`config.mk`:
```
export PLATFORM = sky130hd
export DESIGN_NAME = rc_pwm_receiver_decoder_core
export DESIGN_NICKNAME = d
export VERILOG_FILES = /design/src/rcpwm_pkg.sv /design/src/rc_pwm_receiver_decoder_core.sv /design/src/rcpwm_pulse_calc.sv
export VERILOG_INCLUDE_DIRS = /design/src /design/src/src
export SDC_FILE = /design/constraint.sdc
export NUM_CORES = 1
export LEC_CHECK = 0
export ABC_AREA = 1
export BUFFER_PORTS_ARGS = -buffer_cell sky130_fd_sc_hd__buf_2
export CAP_MARGIN = 20
export CORE_AREA = 2 2 267 269
export CTS_CLUSTER_DIAMETER = 80
export DETAILED_ROUTE_END_ITERATION = 7
export DIE_AREA = 0 0 269 271
export SLEW_MARGIN = 20
export SYNTH_ARGS = -nofsm -noshare
export SYNTH_HDL_FRONTEND = slang
export SYNTH_SLANG_ARGS = --single-unit
```
`constraint.sdc`:
```
create_clock -name clk -period 5.56 [get_ports clk]
set_input_delay 0 -clock clk [delete_from_list [all_inputs] [get_ports clk]]
set_output_delay 0 -clock clk [all_outputs]
set_load 0.1 [all_outputs]
```
`src/rc_pwm_receiver_decoder_core_assert.svh`:
```
// assertion macros for the rc pwm decoder core
`ifndef RC_PWM_RECEIVER_DECODER_CORE_ASSERT_SVH
`define RC_PWM_RECEIVER_DECODER_CORE_ASSERT_SVH

// same-cycle implication, checked on clk with reset masked
`define RCPWM_ASSERT_NOW(lbl, ante, cons, msg) \
	lbl: assert property (@(posedge clk) disable iff (!arst_n) (ante) |-> (cons)) \
		else $error(msg);

// next-cycle implication, checked on clk with reset masked
`define RCPWM_ASSERT_NEXT(lbl, ante, cons, msg) \
	lbl: assert property (@(posedge clk) disable iff (!arst_n) (ante) |=> (cons)) \
		else $error(msg);

`endif

```
`src/rcpwm_pkg.sv`:
```
// shared types and constants for the rc pwm decoder
package rcpwm_pkg;

	localparam int TIME_WIDTH = 32;
	localparam int NUM_CH     = 4;
	localparam int CH_BITS    = $clog2(NUM_CH);

	// channel codes
	localparam logic [1:0] CH_THROTTLE = 2'd0;
	localparam logic [1:0] CH_STEERING = 2'd1;
	localparam logic [1:0] CH_KNOB     = 2'd2;
	localparam logic [1:0] CH_BUTTON   = 2'd3;

	// register indexes
	localparam logic [2:0] REG_PULSE_MIN     = 3'd0;
	localparam logic [2:0] REG_PULSE_MAX     = 3'd1;
	localparam logic [2:0] REG_PRESS_LEVEL   = 3'd2;
	localparam logic [2:0] REG_LIFT_LEVEL    = 3'd3;
	localparam logic [2:0] REG_FORWARD_LEVEL = 3'd4;

	localparam logic [15:0] PULSE_MIN_RST     = 16'd1000;
	localparam logic [15:0] PULSE_MAX_RST     = 16'd2000;
	localparam logic [15:0] PRESS_LEVEL_RST   = 16'd1600;
	localparam logic [15:0] LIFT_LEVEL_RST    = 16'd1400;
	localparam logic [15:0] FORWARD_LEVEL_RST = 16'd1200;

	localparam logic [15:0] WIDTH_RST = 16'd1500;
	localparam logic [15:0] WIDTH_SAT = 16'hFFFF;

	// fixed normalization window
	localparam logic [10:0] NORM_LO  = 11'd1000;
	localparam logic [10:0] NORM_HI  = 11'd2000;
	localparam logic [10:0] NORM_MID = 11'd1500;

	typedef struct packed {
		logic [15:0] pulse_min;
		logic [15:0] pulse_max;
		logic [15:0] press_level;
		logic [15:0] lift_level;
		logic [15:0] forward_level;
	} cfg_t;

	typedef struct packed {
		logic pressed;
		logic lifted;
		logic auto_mode;
		logic forward;
	} flags_t;

	localparam flags_t FLAGS_RST = '{pressed: 1'b0, lifted: 1'b0, auto_mode: 1'b0,
		forward: 1'b1};

endpackage

```
`src/rc_pwm_receiver_decoder_core.sv`:
```
// top level of the four-channel rc pwm pulse width decoder
//
//  channel | valid     | stall     | payload
//  --------+-----------+-----------+--------------------------------------------
//  in      | in_valid  | in_stall  | channel, level, time_us
//  out     | out_valid | out_stall | four widths, steering_norm, throttle_level,
//          |           |           | brake_level, auto_mode, forward
//  cfg     | cfg_we    | -         | cfg_index, cfg_data
//
// one edge word per cycle sustained while out_stall is low; each word gives one result
// word once it has passed the input register, then the result register
// the per-channel state is read and written in the single pass from the
// input register to the result register, so back-to-back words always see
// the update of the word before
// a stalled result holds in the result register while one more word waits
// in the input register; in_stall rises only when both are full
// reset clears control, sets flags to their defaults (forward high) and widths to 1500, and loads register defaults
module rc_pwm_receiver_decoder_core
	import rcpwm_pkg::*;
(
	input  logic               clk,
	input  logic               arst_n,
	// edge words
	input  logic               in_valid,
	output logic               in_stall,
	input  logic [1:0]         channel,
	input  logic               level,
	input  logic [31:0]        time_us,
	// result words
	output logic               out_valid,
	input  logic               out_stall,
	output logic [15:0]        throttle_width,
	output logic [15:0]        steering_width,
	output logic [15:0]        knob_width,
	output logic [15:0]        button_width,
	output logic signed [9:0]  steering_norm,
	output logic [8:0]         throttle_level,
	output logic [8:0]         brake_level,
	output logic               auto_mode,
	output logic               forward,
	// register writes
	input  logic               cfg_we,
	input  logic [2:0]         cfg_index,
	input  logic [15:0]        cfg_data
);

	// handshake
	logic in_acc;
	logic adv_s1;

	// input register
	logic                  valid_s1;
	logic [1:0]            ch_s1;
	logic                  lvl_s1;
	logic [31:0]           time_s1;
	logic [TIME_WIDTH-1:0] tval;

	// channel state
	logic [TIME_WIDTH-1:0] edge_start_q [NUM_CH];
	logic [NUM_CH-1:0]     armed_q;
	logic [15:0]           width_q [NUM_CH];
	flags_t                flags_q;
	cfg_t                  cfg_q;

	// single-pass results
	logic        done;
	logic [15:0] width_new;
	flags_t      flags_next;
	logic [15:0] width_n [NUM_CH];

	// result register
	logic        valid_s2;
	logic [15:0] width_s2 [NUM_CH];
	flags_t      flags_s2;

	// output normalization
	logic [10:0] steer_c;
	logic [10:0] thr_c;
	logic [10:0] steer_d;

	// pass forward when the result register is empty or drains this cycle
	assign adv_s1   = valid_s1 && (!valid_s2 || !out_stall);
	assign in_stall = valid_s1 && !adv_s1;
	assign in_acc   = in_valid && !in_stall;

	always_ff @(posedge clk or negedge arst_n) begin
		if (!arst_n) begin
			valid_s1 <= 1'b0;
		end else begin
			valid_s1 <= in_acc || (valid_s1 && !adv_s1);
		end
	end

	// payload of the input register, no reset needed
	always_ff @(posedge clk) begin
		if (in_acc) begin
			ch_s1   <= channel;
			lvl_s1  <= level;
			time_s1 <= time_us;
		end
	end

	// all 32 time bits take part, since TIME_WIDTH matches time_us
	assign tval = TIME_WIDTH'(time_s1);

	// register writes, out-of-range index ignored
	always_ff @(posedge clk or negedge arst_n) begin
		if (!arst_n) begin
			cfg_q.pulse_min     <= PULSE_MIN_RST;
			cfg_q.pulse_max     <= PULSE_MAX_RST;
			cfg_q.press_level   <= PRESS_LEVEL_RST;
			cfg_q.lift_level    <= LIFT_LEVEL_RST;
			cfg_q.forward_level <= FORWARD_LEVEL_RST;
		end else if (cfg_we) begin
			unique case (cfg_index)
				REG_PULSE_MIN:     cfg_q.pulse_min     <= cfg_data;
				REG_PULSE_MAX:     cfg_q.pulse_max     <= cfg_data;
				REG_PRESS_LEVEL:   cfg_q.press_level   <= cfg_data;
				REG_LIFT_LEVEL:    cfg_q.lift_level    <= cfg_data;
				REG_FORWARD_LEVEL: cfg_q.forward_level <= cfg_data;
				default: begin
				end
			endcase
		end
	end

	rcpwm_pulse_calc u_calc (
		.channel    (ch_s1),
		.level      (lvl_s1),
		.time_val   (tval),
		.start      (edge_start_q[ch_s1]),
		.armed      (armed_q[ch_s1]),
		.cfg        (cfg_q),
		.flags      (flags_q),
		.done       (done),
		.width_new  (width_new),
		.flags_next (flags_next)
	);

	// widths after this word, fed to both the state and the result register
	always_comb begin
		for (int i = 0; i < NUM_CH; i++) begin
			width_n[i] = width_q[i];
		end
		if (done) begin
			width_n[ch_s1] = width_new;
		end
	end

	// start times are only read while armed, so they need no reset
	always_ff @(posedge clk) begin
		if (adv_s1 && lvl_s1) begin
			edge_start_q[ch_s1] <= tval;
		end
	end

	always_ff @(posedge clk or negedge arst_n) begin
		if (!arst_n) begin
			armed_q <= '0;
			flags_q <= FLAGS_RST;
			for (int i = 0; i < NUM_CH; i++) begin
				width_q[i] <= WIDTH_RST;
			end
		end else if (adv_s1) begin
			// rising edge arms, falling edge on an armed channel disarms
			if (lvl_s1) begin
				armed_q[ch_s1] <= 1'b1;
			end else if (done) begin
				armed_q[ch_s1] <= 1'b0;
			end
			flags_q <= flags_next;
			for (int i = 0; i < NUM_CH; i++) begin
				width_q[i] <= width_n[i];
			end
		end
	end

	// result register
	always_ff @(posedge clk or negedge arst_n) begin
		if (!arst_n) begin
			valid_s2 <= 1'b0;
		end else begin
			valid_s2 <= adv_s1 || (valid_s2 && out_stall);
		end
	end

	always_ff @(posedge clk) begin
		if (adv_s1) begin
			flags_s2 <= flags_next;
			for (int i = 0; i < NUM_CH; i++) begin
				width_s2[i] <= width_n[i];
			end
		end
	end

	// fixed 1000..2000 window for the normalized views
	always_comb begin
		priority if (width_s2[CH_STEERING] < 16'(NORM_LO)) begin
			steer_c = NORM_LO;
		end else if (width_s2[CH_STEERING] > 16'(NORM_HI)) begin
			steer_c = NORM_HI;
		end else begin
			steer_c = width_s2[CH_STEERING][10:0];
		end
	end

	always_comb begin
		priority if (width_s2[CH_THROTTLE] < 16'(NORM_LO)) begin
			thr_c = NORM_LO;
		end else if (width_s2[CH_THROTTLE] > 16'(NORM_HI)) begin
			thr_c = NORM_HI;
		end else begin
			thr_c = width_s2[CH_THROTTLE][10:0];
		end
	end

	// -500..500 fits the low ten bits in two's complement
	assign steer_d       = steer_c - NORM_MID;
	assign steering_norm = signed'(steer_d[9:0]);

	assign throttle_level = (thr_c > NORM_MID) ? 9'(thr_c - NORM_MID) : 9'd0;
	assign brake_level    = (thr_c < NORM_MID) ? 9'(NORM_MID - thr_c) : 9'd0;

	assign out_valid      = valid_s2;
	assign throttle_width = width_s2[CH_THROTTLE];
	assign steering_width = width_s2[CH_STEERING];
	assign knob_width     = width_s2[CH_KNOB];
	assign button_width   = width_s2[CH_BUTTON];
	assign auto_mode      = flags_s2.auto_mode;
	assign forward        = flags_s2.forward;

	// checks
	`include "rc_pwm_receiver_decoder_core_assert.svh"

	`RCPWM_ASSERT_NOW(a_stall_only_full, in_stall, valid_s1 && valid_s2 && out_stall,
		"input stalled while a stage was free")
	`RCPWM_ASSERT_NEXT(a_rise_arms, adv_s1 && lvl_s1, armed_q[$past(ch_s1)],
		"rising edge did not arm its channel")
	`RCPWM_ASSERT_NOW(a_norm_range, out_valid,
		(steering_norm >= -10'sd500) && (steering_norm <= 10'sd500),
		"steering_norm out of range")
	`RCPWM_ASSERT_NOW(a_thr_brake_excl, out_valid, (throttle_level == 9'd0) || (brake_level == 9'd0),
		"throttle and brake both active")

endmodule

```
`src/rcpwm_pulse_calc.sv`:
```
// pulse width measure, clamp (saturate on the button) and button/knob flag update for one edge word
module rcpwm_pulse_calc
	import rcpwm_pkg::*;
(
	input  logic [1:0]            channel,
	input  logic                  level,
	input  logic [TIME_WIDTH-1:0] time_val,
	input  logic [TIME_WIDTH-1:0] start,
	input  logic                  armed,
	input  cfg_t                  cfg,
	input  flags_t                flags,
	output logic                  done,
	output logic [15:0]           width_new,
	output flags_t                flags_next
);

	logic [TIME_WIDTH-1:0] diff;
	logic [15:0]           clamped;
	logic [15:0]           sat;

	// modulo subtract wraps naturally at the time width
	assign diff = time_val - start;
	assign done = !level && armed;

	always_comb begin
		priority if (diff < TIME_WIDTH'(cfg.pulse_min)) begin
			clamped = cfg.pulse_min;
		end else if (diff > TIME_WIDTH'(cfg.pulse_max)) begin
			clamped = cfg.pulse_max;
		end else begin
			clamped = diff[15:0];
		end
	end

	assign sat = (diff > TIME_WIDTH'(WIDTH_SAT)) ? WIDTH_SAT : diff[15:0];

	always_comb begin
		flags_next = flags;
		width_new  = clamped;
		unique case (channel)
			CH_THROTTLE, CH_STEERING: begin
				width_new = clamped;
			end
			CH_KNOB: begin
				width_new = clamped;
				if (done) begin
					flags_next.forward = (clamped >= cfg.forward_level);
				end
			end
			CH_BUTTON: begin
				width_new = sat;
				if (done) begin
					flags_next.pressed = (sat >= cfg.press_level);
					flags_next.lifted  = (sat <= cfg.lift_level);
					// press then lift toggles auto
					if (flags.pressed && (sat <= cfg.lift_level)) begin
						flags_next.auto_mode = !flags.auto_mode;
					end
				end
			end
			default: begin
				width_new = clamped;
			end
		endcase
	end

endmodule

```
==> results of run 1 <==
==> per-stage QoR <==
step	std cells	util	hold slack, ns
6_report	3637	0.3668	-0.01683
3_3_place_gp	3491	0.3312	0.1777
3_5_place_dp	3492	0.3315	0.1720
4_1_cts	3622	0.3588	0.003586
5_1_grt	3637	0.3668	0.05111
2_1_floorplan	2407	-	-0.2956
==> synth_stat cells (all sizes together), types with 3 or more instances <==
library cell  instances
o221ai                3
nand4                31
ha                  113
a21oi                80
nor2                115
nand3               182
and2                  4
nand3b                5
xor2                 30
a32o                 30
o21ai               144
a21boi                4
nor3                 16
clkbuf               51
buf                  21
a21o                  3
or2                  66
clkinv                4
dfstp                54
inv                 351
edfxtp              229
o211ai                3
nand2               738
a211oi                6
o21a                  5
dfrtp                99
==> path summary, 6_finish.rpt <==
path                                   start     endpoint  slack [ns]  cells past startpoint
worst max-delay path                register      forward        0.27                     31
worst min-delay path            cfg_index[1]    cfg_q[32]       -0.02                      3
worst max register to register      register      forward        0.27                     31
worst min register to register   width_q[26]  width_q[26]        0.47                      2
max in group asynchronous             arst_n  width_q[47]        4.17                      3
min in group asynchronous             arst_n  width_q[28]        0.09                      2
==> cells in the final DEF (no fill, tap or decap), types with 19 or more instances in the layout <==
master           n
xor2_1          19
nor2_1          91
dfrtp_1         99
or2_2           56
a32o_1          30
clkbuf_16       47
nand2_1        709
nand3_1        177
nand2_2         28
dfstp_2         54
ha_1           100
a21oi_1         77
buf_2          153
o21ai_0        140
nand4_1         31
inv_1          344
edfxtp_1       229
dlygate4sd3_1   55
buf_4           61
==> state kept, by name, summed over array words and instances, names as in the netlist, named ones only <==
name / cells
auto_mode: 1
flags_q: 3
out_valid: 1
edge_start_q: 128
forward: 1
width_s2: 64
valid_s1: 1
width_q: 64
ch_s1: 2
time_s1: 32
lvl_s1: 1
cfg_q: 80
==> critical path, delay by kind of cell, from the launching register on <==
kind	cells	cell delay, ns
buf+inv	6	0.78
simple gates	12	1.19
compound gates	8	1.33
fa+ha+maj	4	1.06
flops	1	0.37
xor+xnor	1	0.26
==> timing repair <==
item | CTS | global route
pin swaps | 0 | 8
setup endpoints to repair | 1 | 5
setup buffers | 0 | 8
hold endpoints to repair | 192 | 0
resized for setup | 2 | 77
gates cloned | 0 | 4
hold buffers | 55 | 0
==> power by group <==
group / internal [W] / leakage (nW) / switching (W)
clock network: 0.00157 / 0.670 / 0.00117
logic: 0.00115 / 7.22 / 0.00274
registers: 0.00367 / 3.98 / 0.000254
total: 0.00639 / 11.9 / 0.00416
==> logic make-up (layout without fill, tap and decap cells) <==
family          Yosys count  in the layout
other cells               0              1
simple gates           1162           1163
xor+xnor                 31             31
buf+inv                 427            715
fa+ha+maj               114            114
flops                   384            384
compound gates          289            289
==> routing by layer <==
layer  global-route usage  up-vias  routed length (µm)
met3              0.02275       87                2669
met5                    0        -                   0
met2               0.2483      371               26180
met1               0.2150     7828               27190
li1                     -     8402                   -
met4              0.05132        0                1721
==> cell type report <==
cell class | instances | area (µm²) | area share
inverters | 355 | 1335 | 0.05216
multi-input cells | 1597 | 8850 | 0.3458
repair buffers | 285 | 2074 | 0.08105
diodes | 1 | 2.502 | 0.00009777
clock buffers | 56 | 1159 | 0.04527
flip-flops and latches | 384 | 10820 | 0.4226
well taps | 940 | 1176 | 0.04595
clock inverters | 19 | 181.4 | 0.007088
==> flow_summary.rst, run 1 <==
.. list-table::
   :header-rows: 1

   * - Metric
     - Value
   * - Run status
     - finished, violations left
   * - Failing checks
     - hold timing
   * - Post-route minimum period
     - 5.285 ns
   * - Place WS
     - roughly 0.013 ns
   * - Power density cells
     - ~400 nW/µm²
   * - Layout cell share with drive strength beyond 1
     - 0.1907
   * - Largest family of logic cells by synthesized area
     - simple AND/OR/NAND/NOR gates
   * - Total power
     - ~0.011 W
   * - Top achievable clock speed
     - around 190 MHz
   * - Worst hold path class
     - primary input to register
   * - Data required time of the critical path
     - between 5 and 6 ns
   * - Synthesized Nets
     - 2580
   * - Multiplexer share of the synthesized area
     - 0
   * - Post-DR vias/cell
     - about 4.6
   * - Launching element type of the critical path
     - register
   * - Cell type contributing the most total cell area after synthesis
     - edfxtp_1
   * - Sequential-to-total area share from yosys stat
     - 0.5173
   * - Number of antenna violations at the first check in global routing
     - 1
   * - CP endpoint kind
     - register
   * - Buffer type at the clock tree root
     - clkbuf_16
   * - Area growth syn-to-layout
     - 22.44%
   * - Maximum number of buffers from clock root to sink
     - 3
   * - Aggregate global routing overflow
     - 0
   * - Max transition margin
     - 0.3256
   * - Yosys cell types
     - 55
   * - Clock H-tree levels
     - 2
   * - Pre-antenna DRT Iters
     - 7
   * - Wire length after detailed routing
     - just under 60000 µm
   * - Layout fillers
     - between 7000 and 8000
   * - Most repeated library cell on the critical path
     - nand2_1
   * - WL per Instance
     - 15.88 µm
   * - Mean instance size in the synthesized netlist
     - ~8.7 µm²
   * - Final hold violation count
     - 2
   * - Endpoint arrival time on the critical path
     - 5.59 ns
   * - Cts bufs inserted
     - between 40 and 50
   * - Warnings from Yosys
     - 0
   * - Leak Pwr
     - roughly 12 nW
   * - Synth Area in Compound Gates
     - 0.08098
   * - Number of remaining DRC errors
     - 0
   * - Clock-pin slew on the worst setup and hold paths
     - about 0.06 ns
   * - Final ANT Viol Nets
     - 0
   * - Leading cell types by total area after synthesis
     - edfxtp_1 33%, nand2_1 13%, dfrtp_1 12%
   * - Total placed instance area
     - 23130 µm²
   * - Async SR Flop Fraction
     - 0.3984
   * - Type of the setup path with the least slack
     - register to register
   * - Primary flip-flop cell chosen by synthesis mapping
     - edfxtp_1
   * - Post-synthesis sequential element count
     - between 300 and 400
   * - Number of failing setup endpoints in the final timing report
     - 0
   * - Post-route standard cell area excluding fillers
     - about 26000 µm²
   * - Setup Total Neg Slack
     - 0 ns
   * - Smallest setup slack after layout
     - between 0.2 and 0.3 ns
   * - Largest net degree at the start of global routing
     - 102
   * - Weighted congestion reported at the end of routability-driven placement
     - 0.9082
   * - Nets
     - 2837
   * - Die height
     - 271 µm
   * - First-pass GRT wire length
     - 89000 µm
   * - Max Transition Viols Final
     - 0
   * - Delay contributed by the slowest stage of the critical path
     - ~0.37 ns
   * - Post-route fraction of the period consumed by the critical path
     - 0.9505
   * - Maximum capacitance violations
     - 0
   * - Vias post-DR
     - 16690
   * - Number of clock sinks
     - between 300 and 400
   * - Starting utilization of the core area
     - 0.2995
   * - Hpwl dp
     - between 40000 and 50000 µm
   * - Ports
     - 155
   * - Xor-xnor portion of the synthesized cell area
     - 0.01299
   * - Transition time at the pin with the least slew margin
     - ~1 ns
   * - GRT Overall Usage
     - 0.1554
   * - Number of DRC violations after detailed-routing iteration 0
     - ~1200
   * - Synth Area in Adders
     - 0.06859
   * - Number of flops mapped to enable cells by yosys
     - between 200 and 250
   * - Row cnt
     - 97
   * - Synthesized netlist cell count
     - between 2000 and 2500
   * - CP max FO
     - 32
   * - Area share of and/or/nand/nor cells after synthesis
     - 0.2412
   * - Die width
     - about 270 µm
   * - Count of input and output buffers
     - approximately 150
   * - Via count of the first global-routing pass
     - approximately 16000
   * - Clock network latency to the later pin of the worst-skew pair
     - around 0.59 ns
   * - Worst hold margin
     - -0.01683 ns
   * - Clock tree from TritonCTS
     - yes
   * - Library cell contributing the largest single delay on the critical path
     - dfxtp_4
   * - Final setup skew
     - 0.03356 ns
   * - Netlist area before placement
     - ~21000 µm²
   * - Maximum ir drop on the vdd rail
     - between 0.2 and 0.25 mV
   * - Die Outline Area
     - 72900 µm²
   * - Std-Cell Core Area
     - 69790 µm²
   * - Synth top area share
     - 0.3290
Note: power is estimated with default switching activity, not from simulation.
==> inputs of run 2 (changes only) <==
CORE_AREA = 2 2 190 379   (was 2 2 267 269)
DIE_AREA = 0 0 192 381   (was 0 0 269 271)
==> run 2 against run 1 <==
The run now ends clean. Register-to-register slack worse by 0.05 ns. Cell area hardly changed. Clock-buffer cell count shrank 7. Non-clock buffer count increased by 15. Wire length up 3.4%. First-iteration DRC count is 11% higher. Sequential share of layout area about the same. Die area grew 0.35%. Via count rose by 2.0%. Critical path depth up 1. Critical path type unchanged. Largest cell class unchanged.
==> flow_summary.rst, run 2 (same netlist as run 1, synthesis figures left out) <==
.. list-table::
   :header-rows: 1

   * - Metric
     - Value
   * - Worst-case reg-to-reg path depth
     - 32 (+3.2%)
   * - WL per Instance
     - 16.52 µm (+4.0%)
   * - Clock-pin slew on the worst setup and hold paths
     - 0.06 ns (about the same)
   * - Max transition margin
     - 0.3187 (-0.006876)
   * - Post-route fraction of the period consumed by the critical path
     - 0.9592 (+0.008699)
   * - Hpwl dp
     - 44000 µm (+5.1%)
   * - Starting utilization of the core area
     - 0.2967 (-0.002814)
   * - Wire length after detailed routing
     - 59740 µm (+3.4%)
   * - First-pass GRT wire length
     - 92000 µm (+3.4%)
   * - Maximum ir drop on the vdd rail
     - 0.4354 mV (+83%)
   * - Ports
     - 155 (unchanged)
   * - Top achievable clock speed
     - 187.5 MHz (-0.91%)
   * - Max Transition Viols Final
     - 0 (unchanged)
   * - Number of remaining DRC errors
     - 0 (unchanged)
   * - Place WS
     - -0.03446 ns (-0.04753 ns)
   * - Layout cell share with drive strength beyond 1
     - 0.1925 (+0.001882)
   * - Largest register FFs
     - 128 (unchanged)
   * - Leak Pwr
     - 11.93 nW (+0.48%)
   * - Data required time of the critical path
     - 5.83 ns (-0.03 ns)
   * - CP max FO
     - 14 (-56%)
   * - Area growth syn-to-layout
     - 22.46% (about the same)
   * - Power density cells
     - 422.7 nW/µm² (+2.5%)
   * - Final setup skew
     - 0.03484 ns (+0.001284 ns)
   * - Register with the highest flop count
     - edge_start_q
   * - Maximum capacitance violations
     - 0 (unchanged)
   * - GRT Overall Usage
     - 0.1607 (+0.005213)
   * - Clock H-tree levels
     - 2 (unchanged)
   * - Delay contributed by the slowest stage of the critical path
     - 0.42 ns (+0.05 ns)
   * - Most repeated library cell on the critical path
     - nand2_1
   * - CP endpoint kind
     - register
   * - Cts bufs inserted
     - 39 (-4.9%)
   * - Smallest setup slack after layout
     - 0.2266 ns (-0.04837 ns)
   * - Nets
     - 2850 (+0.46%)
   * - Die width
     - 192 µm (-29%)
   * - Largest net degree at the start of global routing
     - 85 (-17%)
   * - Transition time at the pin with the least slew margin
     - 1.013 ns (+0.004097 ns)
   * - Post-route minimum period
     - 5.333 ns (+0.04837 ns)
   * - Multi-input gate area in the final layout
     - 8801 µm² (-0.55%)
   * - Final ANT Viol Nets
     - 0 (unchanged)
   * - Aggregate global routing overflow
     - 0 (unchanged)
   * - Library cell contributing the largest single delay on the critical path
     - dfxtp_4
   * - Maximum number of buffers from clock root to sink
     - 3 (unchanged)
   * - Final hold violation count
     - 0 (-2)
   * - Leading cell types in the layout, fill and taps excluded
     - 713 x nand2_1, 345 x inv_1, 229 x edfxtp_1, 174 x nand3_1, 153 x buf_2
   * - Sequential cell area
     - 10820 µm² (unchanged)
   * - Row cnt
     - 138 (+42%)
   * - Endpoint arrival time on the critical path
     - 5.60 ns (about the same)
   * - Weighted congestion reported at the end of routability-driven placement
     - 0.9212 (+1.4%)
   * - Die height
     - 381 µm (+41%)
   * - Clock tree from TritonCTS
     - yes
   * - Die Outline Area
     - 73150 µm² (+0.35%)
   * - Setup Total Neg Slack
     - 0 ns (unchanged)
   * - Number of failing setup endpoints in the final timing report
     - 0 (unchanged)
   * - Top Registers
     - edge_start_q: 128 flops, cfg_q: 80 flops
   * - Layout fillers
     - 7183 (+0.56%)
   * - Post-DR vias/cell
     - 4.707 (+2.6%)
   * - Worst hold path class
     - primary input to asynchronous set/reset pin
   * - Type of the setup path with the least slack
     - register to register
   * - Launching element type of the critical path
     - register
   * - Count of input and output buffers
     - 154 (unchanged)
   * - Number of DRC violations after detailed-routing iteration 0
     - 1279 (+11%)
   * - Std-Cell Core Area
     - 70450 µm² (+0.95%)
   * - Antenna diode count
     - 0 (-1)
   * - Pre-antenna DRT Iters
     - 7 (unchanged)
   * - Vias post-DR
     - 17020 (+2.0%)
   * - Most common cell after layout, fill and taps aside
     - nand2_1
   * - Buffer type at the clock tree root
     - clkbuf_16
   * - Number of clock sinks
     - 384 (unchanged)
   * - Clock network latency to the later pin of the worst-skew pair
     - 0.56 ns (-0.03 ns)
   * - Via count of the first global-routing pass
     - 16190 (+1.6%)
   * - Number of antenna violations at the first check in global routing
     - 0 (-1)
   * - Run status
     - completed
## run 2: report_power, final
group | switching (W) | internal, W | total (W) | leakage, nW
logic | 0.00282 | 0.00119 | 0.00401 | 7.26
registers | 0.000275 | 0.00367 | 0.00394 | 3.98
clock network | 0.00114 | 0.00173 | 0.00287 | 0.678
## run 2: through the flow
step | cells | util | hold WS [ns] | total power (W) | instance area, µm²
final | 3616 | 0.3634 | 0.05588 | 0.01082 | 25600
after global routing | 3616 | 0.3634 | 0.1267 | 0.01141 | 25600
after CTS | 3606 | 0.3571 | 0.09397 | 0.01072 | 25160
after detailed placement | 3481 | 0.3294 | 0.1101 | 0.007790 | 23210
after global placement | 3481 | 0.3294 | 0.1090 | 0.007724 | 23210
after floorplan | 2407 | - | -0.2956 | 0.006705 | 20900
## run 2: final cells by class
cell class | instances | share of cell area
clock buffer | 49 | 0.04286
clock inverter | 21 | 0.01144
inverter | 355 | 0.05235
multi-input combinational | 1597 | 0.3438
sequential | 384 | 0.4225
tap | 910 | 0.04448
timing repair buffer | 300 | 0.08255
## run 2: worst paths after layout
check | from | end | slack [ns]
max | register | forward | 0.23
min | arst_n | cfg_q[35] | 0.06
max reg2reg | register | forward | 0.23
min reg2reg | width_q[20] | width_q[20] | 0.46
max in group asynchronous | arst_n | asynchronous set/reset pin | 4.03
min in group clk | cfg_index[0] | cfg_q[52] | 0.14
## run 2: repair_timing
item | CTS | global route
endpoints found under the hold margin | 202 | 0
pin swaps | 0 | 10
hold buffers | 55 | 0
resized for setup | 1 | 65
setup endpoints to repair | 2 | 5
gates cloned | 0 | 2
setup buffers | 0 | 6
## run 2: metal layers
metal | part of all wire | routed length, µm | global-route usage
met2 | 0.45 | 26830 | 0.2558
met4 | 0.028 | 1684 | 0.04566
met3 | 0.049 | 2936 | 0.01787
met1 | 0.47 | 28290 | 0.2295
met5 | 0 | 0 | 0
## run 2: worst max-delay path: cells and delay by family (launching register included)
kind / cells / cell delay (ns)
AO/OA/AOI/OAI: 8 / 1.10
XOR/XNOR: 1 / 0.36
adder cells (fa/ha/maj): 4 / 1.08
buffers and inverters: 6 / 0.66
flip-flops: 1 / 0.42
AND/OR/NAND/NOR: 13 / 1.45
